==> src/sv/linear_probe_hash_table_defines.svh <==
// ---------------------------------------------------------------------------
// linear probe hash table assertion macros
// clocked assertion helpers used by the hash table rtl
// ---------------------------------------------------------------------------
`ifndef LINEAR_PROBE_HASH_TABLE_DEFINES_SVH
`define LINEAR_PROBE_HASH_TABLE_DEFINES_SVH
`ifndef ASSERT_OFF
`define LPHT_ASSERT(label, prop, msg) \
   label: assert property (@(posedge clock) disable iff (reset) prop) else $error(msg);
`define LPHT_ASSERT_ALWAYS(label, prop, msg) \
   label: assert property (@(posedge clock) prop) else $error(msg);
`else
`define LPHT_ASSERT(label, prop, msg)
`define LPHT_ASSERT_ALWAYS(label, prop, msg)
`endif
`endif

==> src/sv/lpht_pkg.sv <==
// ---------------------------------------------------------------------------
// lpht_pkg
// types and constants of the linear probe hash table
// ---------------------------------------------------------------------------
package lpht_pkg;

   localparam int CAPACITY  = 16;
   localparam int KEY_BYTES = 8;
   localparam int HALF_CAP  = CAPACITY / 2;
   localparam int IDX_W     = $clog2(CAPACITY);
   localparam int CNT_W     = $clog2(CAPACITY + 1);

   localparam logic [63:0] HASH_BASIS = 64'hCBF2_9CE4_8422_2325;

   typedef enum logic [1:0] {
      OP_GET     = 2'd0,
      OP_SET     = 2'd1,
      OP_RESTART = 2'd2,
      OP_NEXT    = 2'd3
   } op_type;

   typedef enum logic [2:0] {
      STAT_OK        = 3'd0,
      STAT_NOT_FOUND = 3'd1,
      STAT_FULL      = 3'd2,
      STAT_ZERO      = 3'd3,
      STAT_END       = 3'd4
   } status_type;

   typedef enum logic [2:0] {
      ST_IDLE,
      ST_HASH,
      ST_PROBE,
      ST_CHECK,
      ST_SCAN,
      ST_FETCH,
      ST_DONE
   } state_type;

   typedef struct packed {
      logic [1:0]  op;
      logic [63:0] key_bytes;
      logic [3:0]  key_len;
      logic [31:0] data_value;
   } req_word_type;

   typedef struct packed {
      logic [2:0]  status;
      logic [31:0] found_value;
      logic [63:0] entry_key;
      logic [3:0]  entry_key_len;
      logic        was_new;
      logic [4:0]  entry_count;
   } rsp_word_type;

   typedef struct packed {
      logic [63:0] key;
      logic [3:0]  key_len;
      logic [31:0] value;
   } slot_type;

   // h * 1099511628211 as shifts and adds
   function automatic logic [63:0] fnv_mult(input logic [63:0] h);
      return (h << 40) + (h << 8) + (h << 7) + (h << 5) + (h << 4) + (h << 1) + h;
   endfunction

endpackage

==> src/sv/lpht_chan_if.sv <==
// ---------------------------------------------------------------------------
// lpht_chan_if
// valid/ready channel carrying one word
// ---------------------------------------------------------------------------
interface lpht_chan_if #(
   parameter type word_type = logic
) ();
   logic     valid;
   logic     ready;
   word_type data;

   modport source (output valid, output data, input ready);
   modport sink   (input valid, input data, output ready);
endinterface

==> src/sv/linear_probe_hash_table.sv <==
// ---------------------------------------------------------------------------
// linear_probe_hash_table
// open addressing hash table, fnv-1a 64 key hash, linear probing
// ---------------------------------------------------------------------------
// channel   dir  word
// req_chan  in   op, key_bytes, key_len, data_value
// rsp_chan  out  status, found_value, entry_key, entry_key_len, was_new,
//                entry_count
//
// one word at a time: an accept state, then hash steps (one fnv step per byte,
// one to pick the start slot), a probe and a check state per probed slot
// through the slot memory read port, then a done state to hand off; next ops
// walk valid bits one slot a cycle.
// synchronous reset clears valid bits, count and iterator at once.
// the response register lets a new word in while the last one is unread.
// ---------------------------------------------------------------------------
`include "linear_probe_hash_table_defines.svh"

module linear_probe_hash_table (
   input  logic        clock,
   input  logic        reset,
   lpht_chan_if.sink   req_chan,
   lpht_chan_if.source rsp_chan
);

   localparam int IDX_W = lpht_pkg::IDX_W;
   localparam int CNT_W = lpht_pkg::CNT_W;

   lpht_pkg::state_type    state_ff, state_in;
   lpht_pkg::op_type       op_ff, op_in;
   logic [63:0]            key_ff, key_in;
   logic [3:0]             len_ff, len_in;
   logic [31:0]            val_ff, val_in;
   logic [63:0]            hash_ff, hash_in;
   logic [3:0]             byte_ff, byte_in;
   logic [IDX_W-1:0]       idx_ff, idx_in;
   logic [CNT_W-1:0]       probes_ff, probes_in;
   logic [CNT_W-1:0]       count_ff, count_in;
   logic [CNT_W-1:0]       iter_ff, iter_in;
   logic [lpht_pkg::CAPACITY-1:0] valid_ff, valid_in;
   lpht_pkg::rsp_word_type res_ff, res_in;
   logic                   rsp_valid_ff, rsp_valid_in;
   lpht_pkg::rsp_word_type rsp_data_ff, rsp_data_in;

   lpht_pkg::slot_type     mem [lpht_pkg::CAPACITY];
   lpht_pkg::slot_type     rd_data_ff;
   logic [IDX_W-1:0]       rd_addr;
   logic                   mem_we;
   lpht_pkg::slot_type     wr_data;

   logic                   accept;
   logic                   hand_off;
   logic [3:0]             req_len;
   logic [63:0]            key_mask;
   logic [63:0]            hash_x;
   logic                   slot_valid;
   logic                   slot_match;

   assign req_chan.ready = (state_ff == lpht_pkg::ST_IDLE);
   assign accept         = req_chan.valid && req_chan.ready;
   assign hand_off       = (state_ff == lpht_pkg::ST_DONE) && (!rsp_valid_ff || rsp_chan.ready);
   assign rsp_chan.valid = rsp_valid_ff;
   assign rsp_chan.data  = rsp_data_ff;

   assign req_len  = (req_chan.data.key_len > 4'(lpht_pkg::KEY_BYTES))
                     ? 4'(lpht_pkg::KEY_BYTES) : req_chan.data.key_len;
   assign key_mask = (req_len >= 4'd8) ? '1 : ((64'd1 << {req_len, 3'b000}) - 64'd1);
   assign hash_x   = hash_ff ^ {56'd0, key_ff[{byte_ff[2:0], 3'b000} +: 8]};

   assign slot_valid = valid_ff[idx_ff];
   assign slot_match = (rd_data_ff.key_len == len_ff) && (rd_data_ff.key == key_ff);

   // next state
   always_comb begin
      state_in = state_ff;
      unique case (state_ff)
         lpht_pkg::ST_IDLE: begin
            if (accept) begin
               if (lpht_pkg::op_type'(req_chan.data.op) == lpht_pkg::OP_RESTART)
                  state_in = lpht_pkg::ST_DONE;
               else if (lpht_pkg::op_type'(req_chan.data.op) == lpht_pkg::OP_NEXT)
                  state_in = lpht_pkg::ST_SCAN;
               else if (lpht_pkg::op_type'(req_chan.data.op) == lpht_pkg::OP_SET &&
                        req_chan.data.data_value == 32'd0)
                  state_in = lpht_pkg::ST_DONE;
               else
                  state_in = lpht_pkg::ST_HASH;
            end
         end
         lpht_pkg::ST_HASH: begin
            if (byte_ff == len_ff) state_in = lpht_pkg::ST_PROBE;
         end
         lpht_pkg::ST_PROBE: state_in = lpht_pkg::ST_CHECK;
         lpht_pkg::ST_CHECK: begin
            if (!slot_valid || slot_match ||
                probes_ff == CNT_W'(lpht_pkg::CAPACITY - 1))
               state_in = lpht_pkg::ST_DONE;
            else
               state_in = lpht_pkg::ST_PROBE;
         end
         lpht_pkg::ST_SCAN: begin
            if (iter_ff == CNT_W'(lpht_pkg::CAPACITY))
               state_in = lpht_pkg::ST_DONE;
            else if (valid_ff[iter_ff[IDX_W-1:0]])
               state_in = lpht_pkg::ST_FETCH;
         end
         lpht_pkg::ST_FETCH: state_in = lpht_pkg::ST_DONE;
         lpht_pkg::ST_DONE: begin
            if (hand_off) state_in = lpht_pkg::ST_IDLE;
         end
         default: state_in = lpht_pkg::ST_IDLE;
      endcase
   end

   // datapath and memory control
   always_comb begin
      op_in        = op_ff;
      key_in       = key_ff;
      len_in       = len_ff;
      val_in       = val_ff;
      hash_in      = hash_ff;
      byte_in      = byte_ff;
      idx_in       = idx_ff;
      probes_in    = probes_ff;
      count_in     = count_ff;
      iter_in      = iter_ff;
      valid_in     = valid_ff;
      res_in       = res_ff;
      rsp_valid_in = rsp_valid_ff && !rsp_chan.ready;
      rsp_data_in  = rsp_data_ff;
      rd_addr      = idx_ff;
      mem_we       = 1'b0;
      wr_data      = '{key: key_ff, key_len: len_ff, value: val_ff};
      case (state_ff)
         lpht_pkg::ST_IDLE: begin
            if (accept) begin
               op_in   = lpht_pkg::op_type'(req_chan.data.op);
               key_in  = req_chan.data.key_bytes & key_mask;
               len_in  = req_len;
               val_in  = req_chan.data.data_value;
               hash_in = lpht_pkg::HASH_BASIS;
               byte_in = 4'd0;
               res_in  = '0;
               if (lpht_pkg::op_type'(req_chan.data.op) == lpht_pkg::OP_RESTART)
                  iter_in = '0;
               if (lpht_pkg::op_type'(req_chan.data.op) == lpht_pkg::OP_SET &&
                   req_chan.data.data_value == 32'd0)
                  res_in.status = lpht_pkg::STAT_ZERO;
            end
         end
         lpht_pkg::ST_HASH: begin
            if (byte_ff == len_ff) begin
               idx_in    = hash_ff[IDX_W-1:0];
               probes_in = '0;
            end else begin
               hash_in = lpht_pkg::fnv_mult(hash_x);
               byte_in = byte_ff + 4'd1;
            end
         end
         lpht_pkg::ST_PROBE: rd_addr = idx_ff;
         lpht_pkg::ST_CHECK: begin
            if (!slot_valid) begin
               if (op_ff == lpht_pkg::OP_GET) begin
                  res_in.status = lpht_pkg::STAT_NOT_FOUND;
               end else if (count_ff >= CNT_W'(lpht_pkg::HALF_CAP)) begin
                  res_in.status = lpht_pkg::STAT_FULL;
               end else begin
                  mem_we           = 1'b1;
                  valid_in[idx_ff] = 1'b1;
                  count_in         = count_ff + CNT_W'(1);
                  res_in.was_new   = 1'b1;
               end
            end else if (slot_match) begin
               if (op_ff == lpht_pkg::OP_GET)
                  res_in.found_value = rd_data_ff.value;
               else
                  mem_we = 1'b1;
            end else if (probes_ff == CNT_W'(lpht_pkg::CAPACITY - 1)) begin
               res_in.status = (op_ff == lpht_pkg::OP_GET)
                               ? lpht_pkg::STAT_NOT_FOUND : lpht_pkg::STAT_FULL;
            end else begin
               idx_in    = idx_ff + IDX_W'(1);
               probes_in = probes_ff + CNT_W'(1);
            end
         end
         lpht_pkg::ST_SCAN: begin
            rd_addr = iter_ff[IDX_W-1:0];
            if (iter_ff == CNT_W'(lpht_pkg::CAPACITY))
               res_in.status = lpht_pkg::STAT_END;
            else
               iter_in = iter_ff + CNT_W'(1);
         end
         lpht_pkg::ST_FETCH: begin
            res_in.found_value   = rd_data_ff.value;
            res_in.entry_key     = rd_data_ff.key;
            res_in.entry_key_len = rd_data_ff.key_len;
         end
         lpht_pkg::ST_DONE: begin
            if (hand_off) begin
               rsp_valid_in            = 1'b1;
               rsp_data_in             = res_ff;
               rsp_data_in.entry_count = 5'(count_ff);
            end
         end
         default: ;
      endcase
   end

   always_ff @(posedge clock) begin
      if (reset) begin
         state_ff     <= lpht_pkg::ST_IDLE;
         count_ff     <= '0;
         iter_ff      <= '0;
         valid_ff     <= '0;
         rsp_valid_ff <= 1'b0;
      end else begin
         state_ff     <= state_in;
         count_ff     <= count_in;
         iter_ff      <= iter_in;
         valid_ff     <= valid_in;
         rsp_valid_ff <= rsp_valid_in;
      end
   end

   always_ff @(posedge clock) begin
      op_ff       <= op_in;
      key_ff      <= key_in;
      len_ff      <= len_in;
      val_ff      <= val_in;
      hash_ff     <= hash_in;
      byte_ff     <= byte_in;
      idx_ff      <= idx_in;
      probes_ff   <= probes_in;
      res_ff      <= res_in;
      rsp_data_ff <= rsp_data_in;
   end

   // slot memory
   always_ff @(posedge clock) begin
      if (mem_we) mem[idx_ff] <= wr_data;
      rd_data_ff <= mem[rd_addr];
   end

   `LPHT_ASSERT(a_count_limit, count_ff <= CNT_W'(lpht_pkg::HALF_CAP), "count above half capacity")
   `LPHT_ASSERT(a_iter_limit, iter_ff <= CNT_W'(lpht_pkg::CAPACITY), "iterator past end")
   `LPHT_ASSERT(a_write_in_check, mem_we |-> state_ff == lpht_pkg::ST_CHECK && op_ff == lpht_pkg::OP_SET, "slot write outside set check")
   `LPHT_ASSERT(a_count_grows, count_ff != $past(count_ff) |-> $past(res_in.was_new), "count changed without insert")
   `LPHT_ASSERT_ALWAYS(a_reset_idle, reset |=> state_ff == lpht_pkg::ST_IDLE && !rsp_valid_ff, "not idle after reset")

endmodule

==> src/flat_wrapper.sv <==
// flat-port wrapper written by rule: the top's interface ports become plain ports
module linear_probe_hash_table_flat 
  (clock, reset, req_chan_valid, req_chan_data, req_chan_ready, rsp_chan_valid, rsp_chan_data, rsp_chan_ready);
  lpht_chan_if #(.word_type(lpht_pkg::req_word_type)) req_chan_i ();
  lpht_chan_if #(.word_type(lpht_pkg::rsp_word_type)) rsp_chan_i ();
  input  logic clock;
  input  logic reset;
  input wire logic [$bits(req_chan_i.valid)-1:0] req_chan_valid;
  input wire logic [$bits(req_chan_i.data)-1:0] req_chan_data;
  output wire logic [$bits(req_chan_i.ready)-1:0] req_chan_ready;
  output wire logic [$bits(rsp_chan_i.valid)-1:0] rsp_chan_valid;
  output wire logic [$bits(rsp_chan_i.data)-1:0] rsp_chan_data;
  input wire logic [$bits(rsp_chan_i.ready)-1:0] rsp_chan_ready;
  assign req_chan_i.valid = req_chan_valid;
  assign req_chan_i.data = req_chan_data;
  assign req_chan_ready = req_chan_i.ready;
  assign rsp_chan_valid = rsp_chan_i.valid;
  assign rsp_chan_data = rsp_chan_i.data;
  assign rsp_chan_i.ready = rsp_chan_ready;
  linear_probe_hash_table u_core (.clock(clock), .reset(reset), .req_chan(req_chan_i), .rsp_chan(rsp_chan_i));
endmodule
==> config.mk <==
export PLATFORM = sky130hd
export DESIGN_NAME = linear_probe_hash_table_flat
export DESIGN_NICKNAME = d
export VERILOG_FILES = /design/src/sv/lpht_pkg.sv /design/src/sv/lpht_chan_if.sv /design/src/sv/linear_probe_hash_table.sv /design/src/flat_wrapper.sv
export VERILOG_INCLUDE_DIRS = /design/src /design/src/sv
export SDC_FILE = /design/constraint.sdc
export NUM_CORES = 2
export LEC_CHECK = 0
export BUFFER_PORTS_ARGS = -buffer_cell sky130_fd_sc_hd__buf_2
export CAP_MARGIN = 20
export CELL_PAD_IN_SITES_DETAIL_PLACEMENT = 1
export CELL_PAD_IN_SITES_GLOBAL_PLACEMENT = 1
export CORE_AREA = 8 8 400 402
export CTS_CLUSTER_DIAMETER = 80
export DETAILED_ROUTE_END_ITERATION = 7
export DIE_AREA = 0 0 408 410
export HOLD_SLACK_MARGIN = 0.1
export PLACE_DENSITY_LB_ADDON = 0.1
export RECOVER_POWER = 100
export SLEW_MARGIN = 30
export SYNTH_ARGS = -nofsm -noshare
export SYNTH_HDL_FRONTEND = slang
export SYNTH_SLANG_ARGS = --single-unit
==> constraint.sdc <==
create_clock -name clock -period 9.6 [get_ports clock]
set_input_delay 0 -clock clock [delete_from_list [all_inputs] [get_ports clock]]
set_output_delay 0 -clock clock [all_outputs]
set_load 0.05 [all_outputs]
# [After elaboration in Yosys (flattened, before gate mapping)]
# Memory sizes are Yosys's and may differ from the RTL's. A register that Yosys moved wholly into a read port is not among the register bits.
# Cells that the tools add are included.
[word_totals] register_bits=422 mem_bits_rw=1600 in_bits=106 memories=1
[op_classes] add_sub_neg=12 order_cmp=6 n_eq_ne=33 shift=2 mux=68 bitwise_logic=6 n_reduce_logical=33
[memory_table] name="u_core.mem" words=16 width=100 rd=1 rd_ports_with_merged_regs=1 write_ports=1 line_no="linear_probe_hash_table.sv:45" source="lpht_pkg::slot_type mem [lpht_pkg::CAPACITY];"
[ops] cell="$add 64x64->64" n=6
[ops] cell="$mux 64" n=3
[ops] cell="$pmux 68 s2" n=1
[ops] cell="$pmux 64 s2" n=1
[ops] cell="$mux 109" n=1
[ops] cell="$mux 32" n=3
[ops] cell="$pmux 32 s3" n=1
[ops] cell="$and 64x64->64" n=1
[ops] cell="$eq 64x64->1" n=1
[ops] cell="$shiftx 64x7->8" n=1
[ops] cell="$shl 1x7->64 const A" n=1
[ops] cell="$sub 64x1->64 const B" n=1
[ops] cell="$xor 64x8->64" n=1
[ops] cell="$mux 3" n=15
[ops] cell="$mux 5" n=7
[ops] cell="$logic_not 32->1" n=1
[ops] cell="$mux 4" n=8
[ops] cell="$pmux 3 s7" n=1
[ops] cell="$pmux 5 s2" n=2
[ops] cell="$ne 2x2->1 const B" n=9
[ops] cell="$mux 1" n=16
[ops] cell="$or 16x16->16" n=1
[ops] cell="$pmux 4 s2" n=2
[ops] cell="$add 5x1->5 const B" n=3
[ops] cell="other kinds (36)" n=73

# [Longest topological paths before layout]
[logic_depth] ltp_word=10 ltp_mapped=11 depth_no_buf=10

# [Least setup slack after synthesis]
# Ideal clock, no wire load.
[synth_path] path_type="reg-to-reg" start="reg u_core.idx_ff[0]" end="mem u_core.mem[1][0] in the netlist's numbering, enable pin" arrival_ps=6050 required_ps=9041 path_slack_ps=2991 path_stages_with_launch=8 n_path_buf=2 synth_period_minus_slack_ps=6609 path_cell_list="edfxtp_1 -> buf_2 -> mux4_2 -> a22oi_1 -> and4b_1 -> a31oi_2 -> buf_2 -> nor2_1"
[synth_between] elab_chain_cells=6
[synth_rtl] element="start, declared" line_no="linear_probe_hash_table.sv:36" source="logic [IDX_W-1:0] idx_ff, idx_in;"
[synth_rtl] element="start signal, assigned" line_no="linear_probe_hash_table.sv:232" source="idx_ff <= idx_in;"
[synth_rtl] element="$bmux 1 s4" line_no="linear_probe_hash_table.sv:70" source="assign slot_valid = valid_ff[idx_ff];"
[synth_rtl] element="$mux 1 (implied by the code)" line_no="linear_probe_hash_table.sv:70"
[synth_rtl] element="$mux 1" line_no="linear_probe_hash_table.sv:162" source="if (!slot_valid) begin"
[synth_rtl] element="$mux 1" line_no="linear_probe_hash_table.sv:134" source="case (state_ff)"
[synth_rtl] element="$mux 1" line_no="linear_probe_hash_table.sv:240" source="if (mem_we) mem[idx_ff] <= wr_data;"
[synth_rtl] element="$mux 1 (implied by the code)" line_no="linear_probe_hash_table.sv:240"
[synth_rtl] element="end, declared" line_no="linear_probe_hash_table.sv:45"
# Parallel ways exist; a longest one is shown, timed or not. The select of a mux whose other input is x is not followed.

# [Worst setup path in the final report]
[layout_path] start="reg u_core.state_ff[1]" end="mem u_core.mem[6][59] in the netlist's numbering, enable pin"
[layout_between] elab_chain_cells=4
[layout_rtl] element="start, declared" line_no="linear_probe_hash_table.sv:29" source="lpht_pkg::state_type state_ff, state_in;"
[layout_rtl] element="start signal, assigned" line_no="linear_probe_hash_table.sv:211" source="state_ff <= lpht_pkg::ST_IDLE;"
[layout_rtl] element="start signal, assigned" line_no="linear_probe_hash_table.sv:217" source="state_ff <= state_in;"
[layout_rtl] element="$eq 3x2->1" line_no="linear_probe_hash_table.sv:134"
[layout_rtl] element="$mux 1" line_no="linear_probe_hash_table.sv:134"
[layout_rtl] element="$mux 1" line_no="linear_probe_hash_table.sv:240"
[layout_rtl] element="$mux 1 (implied by the code)" line_no="linear_probe_hash_table.sv:240"
# No other way between the ends.

==> flow_summary.toml <==
[place]
dpl.hpwl_mm = 119.4
portBuffers = 216
place_area_um2 = 82290
finalWeightedCongestion = 0.7892
dpl.cell_count = 7471

[timing]
skew_ns = 0.05047
finalSetupViolations = 0
max_slew_margin_pct = -240.3
drv_slew = 680
worstMarginPinSlew_ns = 5.076
rsz0062_at_grt = "no"
tns_ns = 0
min_period_ns = 7.203
period_share_pct = 75.03
hold_viol = 0
clock.fmax_mhz = 138.8

[clock_tree]
clock_latency_ns = 0.83
h-tree-depth = 4
clkTransAtPathRegs_ns = 0.07
cts_root_buf = "clkbuf_16"
clockBufferDepth = 3
cts_tree = "built"
cts.sinks = 2062
cts_resized = 0
cts_made_buffers = 207

[die]
num_io_pins = 217
die_area_um2 = 167300
die_y_um = 410
placeableCoreArea_um2 = 153300
die_w_um = 408
rows = 144
start_util_pct = 51.62

[worst_setup_path]
crit_path_end_kind = "flip-flop"
critPathKind = "flip-flop to flip-flop"
startpoint = "u_core.state_ff[1]$_SDFFE_PP0P_"
slowest_delay_ns = 2.37
cp.arrival_ns = 7.56
reg2regPathDepth = 8
crit_fanout = 34
cp_common_cell = "clkbuf_1"
critPathSlowestCell = "clkbuf_1"
crit_cells = 8
cp.required_ns = 9.95
r2r_start = "u_core.state_ff[1]$_SDFFE_PP0P_"
path_buf_inv = 3
worst_path_dominant_cell_family = "buffers and inverters"
start_kind = "flip-flop"
cp_cell_sequence = "nand3b_1 -> or4_1 -> and4b_1 -> a31oi_4 -> clkbuf_1 -> nor2_4 -> buf_4 -> clkbuf_1"

[run_status]
violations = "max-capacitance violations, max-slew violations"
status = "finished with violations"

[grt]
grt_pass1_vias = 49837
grt.total_usage_pct = 26.65
grt_start_max_net_pins = 184
grt_pass1_wl_mm = 333.9
antenna_found_initial = 9
grt.overflow.total = 0

[yosys]
synth_cells = 5445
seq_area_frac_synth_pct = 76.59
ys_warn_count = 0
synth_area_um2 = 79140
synth.distinct_cells = 54
synthArstFlopShare_pct = 0
syn-num-nets = 5566
ys_seq_elements = 2062
ys.flop_type = "edfxtp_1"
syn_avg_cell_area_um2 = 14.54
synth_edf_count = 1932

[route]
antenna_left = 0
firstDrtPassIters = 5
drt_iter0_drc = 4569
vias_per_cell = 5.889
drc_errors = 0
avgRoutedWirePerCell_um = 28.24
routed_wl_mm = 227.9
num_vias = 47525

[cells_and_area]
final_area_um2 = 90620
fin_util_pct = 59.10
nNetsFinal = 5969
final_cell_count_no_fill = 8070
multi_input_area_um2 = 16980
area_growth_pct = 14.50
mostFrequentLayoutCell = "edfxtp_1"
drive_above_1_share_pct = 7.520
mostFrequentLayoutCells = "edfxtp_1 (1932), nand2_1 (1445), nand3_1 (608), mux2i_1 (306), clkbuf_1 (246)"
regArea_um2 = 60620
fillers = 14360

[run]
drv_cap = 19

[min_path]
min_from = "req_chan_data[39]"
hold_depth = 3
hold_path.class = "input port to flip-flop"

[power_and_ir_drop]
p_leak_nw = 31.75
irDropWorstVdd_uv = 206.6
p_per_area_nw_per_um2 = 251.8
total_power_mw = 22.82
cell families (layout without fill, tap and decap cells):
family	count (synthesis)	in the layout	share of synthesized area [%]
flip-flops	2062	2062	76.59
AO/OA/AOI/OAI	262	262	2.718
XOR/XNOR	93	93	1.029
buffers and inverters	331	910	2.136
adder cells (fa/ha/maj)	15	15	0.2371
multiplexers	325	325	4.384
AND/OR/NAND/NOR	2357	2357	12.90
other	0	2	0
layout make-up:
type | instances | area share [%]
Antenna cell | 2 | 0.005523
Inverter | 15 | 0.06489
Clock inverter | 76 | 0.7359
Timing Repair Buffer | 510 | 4.232
Clock buffer | 309 | 6.514
Sequential cell | 2062 | 66.89
Tap cell | 2044 | 2.822
Multi-Input combinational cell | 3052 | 18.73
sequential cells by signal, summed over array words and instances, names as in the netlist, 16 cells and up:
signal,count
u_core.key_ff,64
u_core.mem,1600
u_core.rd_data_ff,100
u_core.res_ff,104
u_core.rsp_chan.data,109
u_core.val_ff,32
u_core.valid_ff,16
worst min-delay path: stages:
cell and delay, ns:
dlygate4sd3_1 0.53, buf_2 0.11, nor2b_1 0.17
path summary, 6_finish.rpt:
kind / to / slack (ns)
min reg2reg: u_core.rsp_chan.data[105]$_DFFE_PP_ / 0.42
max: u_core.mem[6][59]$_DFFE_PP_ / 2.40
max reg2reg: u_core.mem[6][59]$_DFFE_PP_ / 2.40
min: u_core.key_ff[3]$_DFFE_PP_ / 0.17
layer usage:
metal | track usage [%] | wire length (um)
met5 | 0 | 18
met4 | 8.202 | 7127
met2 | 45.51 | 112600
met1 | 35.63 | 94540
met3 | 3.816 | 13570
timing repair:
action,in CTS,in global routing
setup buffers,0,0
hold buffers,210,0
hold endpoints to repair,155,0
cells in the mapped netlist (15+ instances only):
| master | count | area, um2 |
|---|---|---|
| a31oi_1 | 19 | 118.9 |
| nor2_1 | 66 | 247.7 |
| buf_6 | 22 | 247.7 |
| mux2i_1 | 307 | 3073 |
| nor2b_1 | 63 | 394.1 |
| a32oi_1 | 100 | 875.8 |
| nor4_1 | 22 | 137.6 |
| buf_2 | 174 | 870.8 |
| ha_1 | 15 | 187.7 |
| o221ai_1 | 100 | 875.8 |
| edfxtp_1 | 1932 | 58020 |
| clkbuf_1 | 102 | 382.9 |
| mux4_2 | 17 | 382.9 |
| nand3_1 | 608 | 3043 |
| xnor2_1 | 25 | 219.0 |
| and2_1 | 111 | 694.4 |
| dfxtp_1 | 130 | 2603 |
| nand2_1 | 1447 | 5431 |
| xor2_1 | 68 | 595.6 |
per-stage QoR:
| step | hold slack [ns] | setup slack (ns) |
|---|---|---|
| detailed placement | 0.1978 | 4.425 |
| global route | 0.1449 | 2.142 |
| finish | 0.1703 | 2.397 |
| floorplan | 0.09887 | 2.991 |
| CTS | 0.1043 | 4.394 |
| global placement | 0.1949 | 4.322 |
power breakdown:
group	switching (mW)	internal (mW)
registers	0.746	11.0
logic	2.27	0.983
clock network	3.33	4.52
total	6.35	16.5
(Power assumes the default switching activity.)
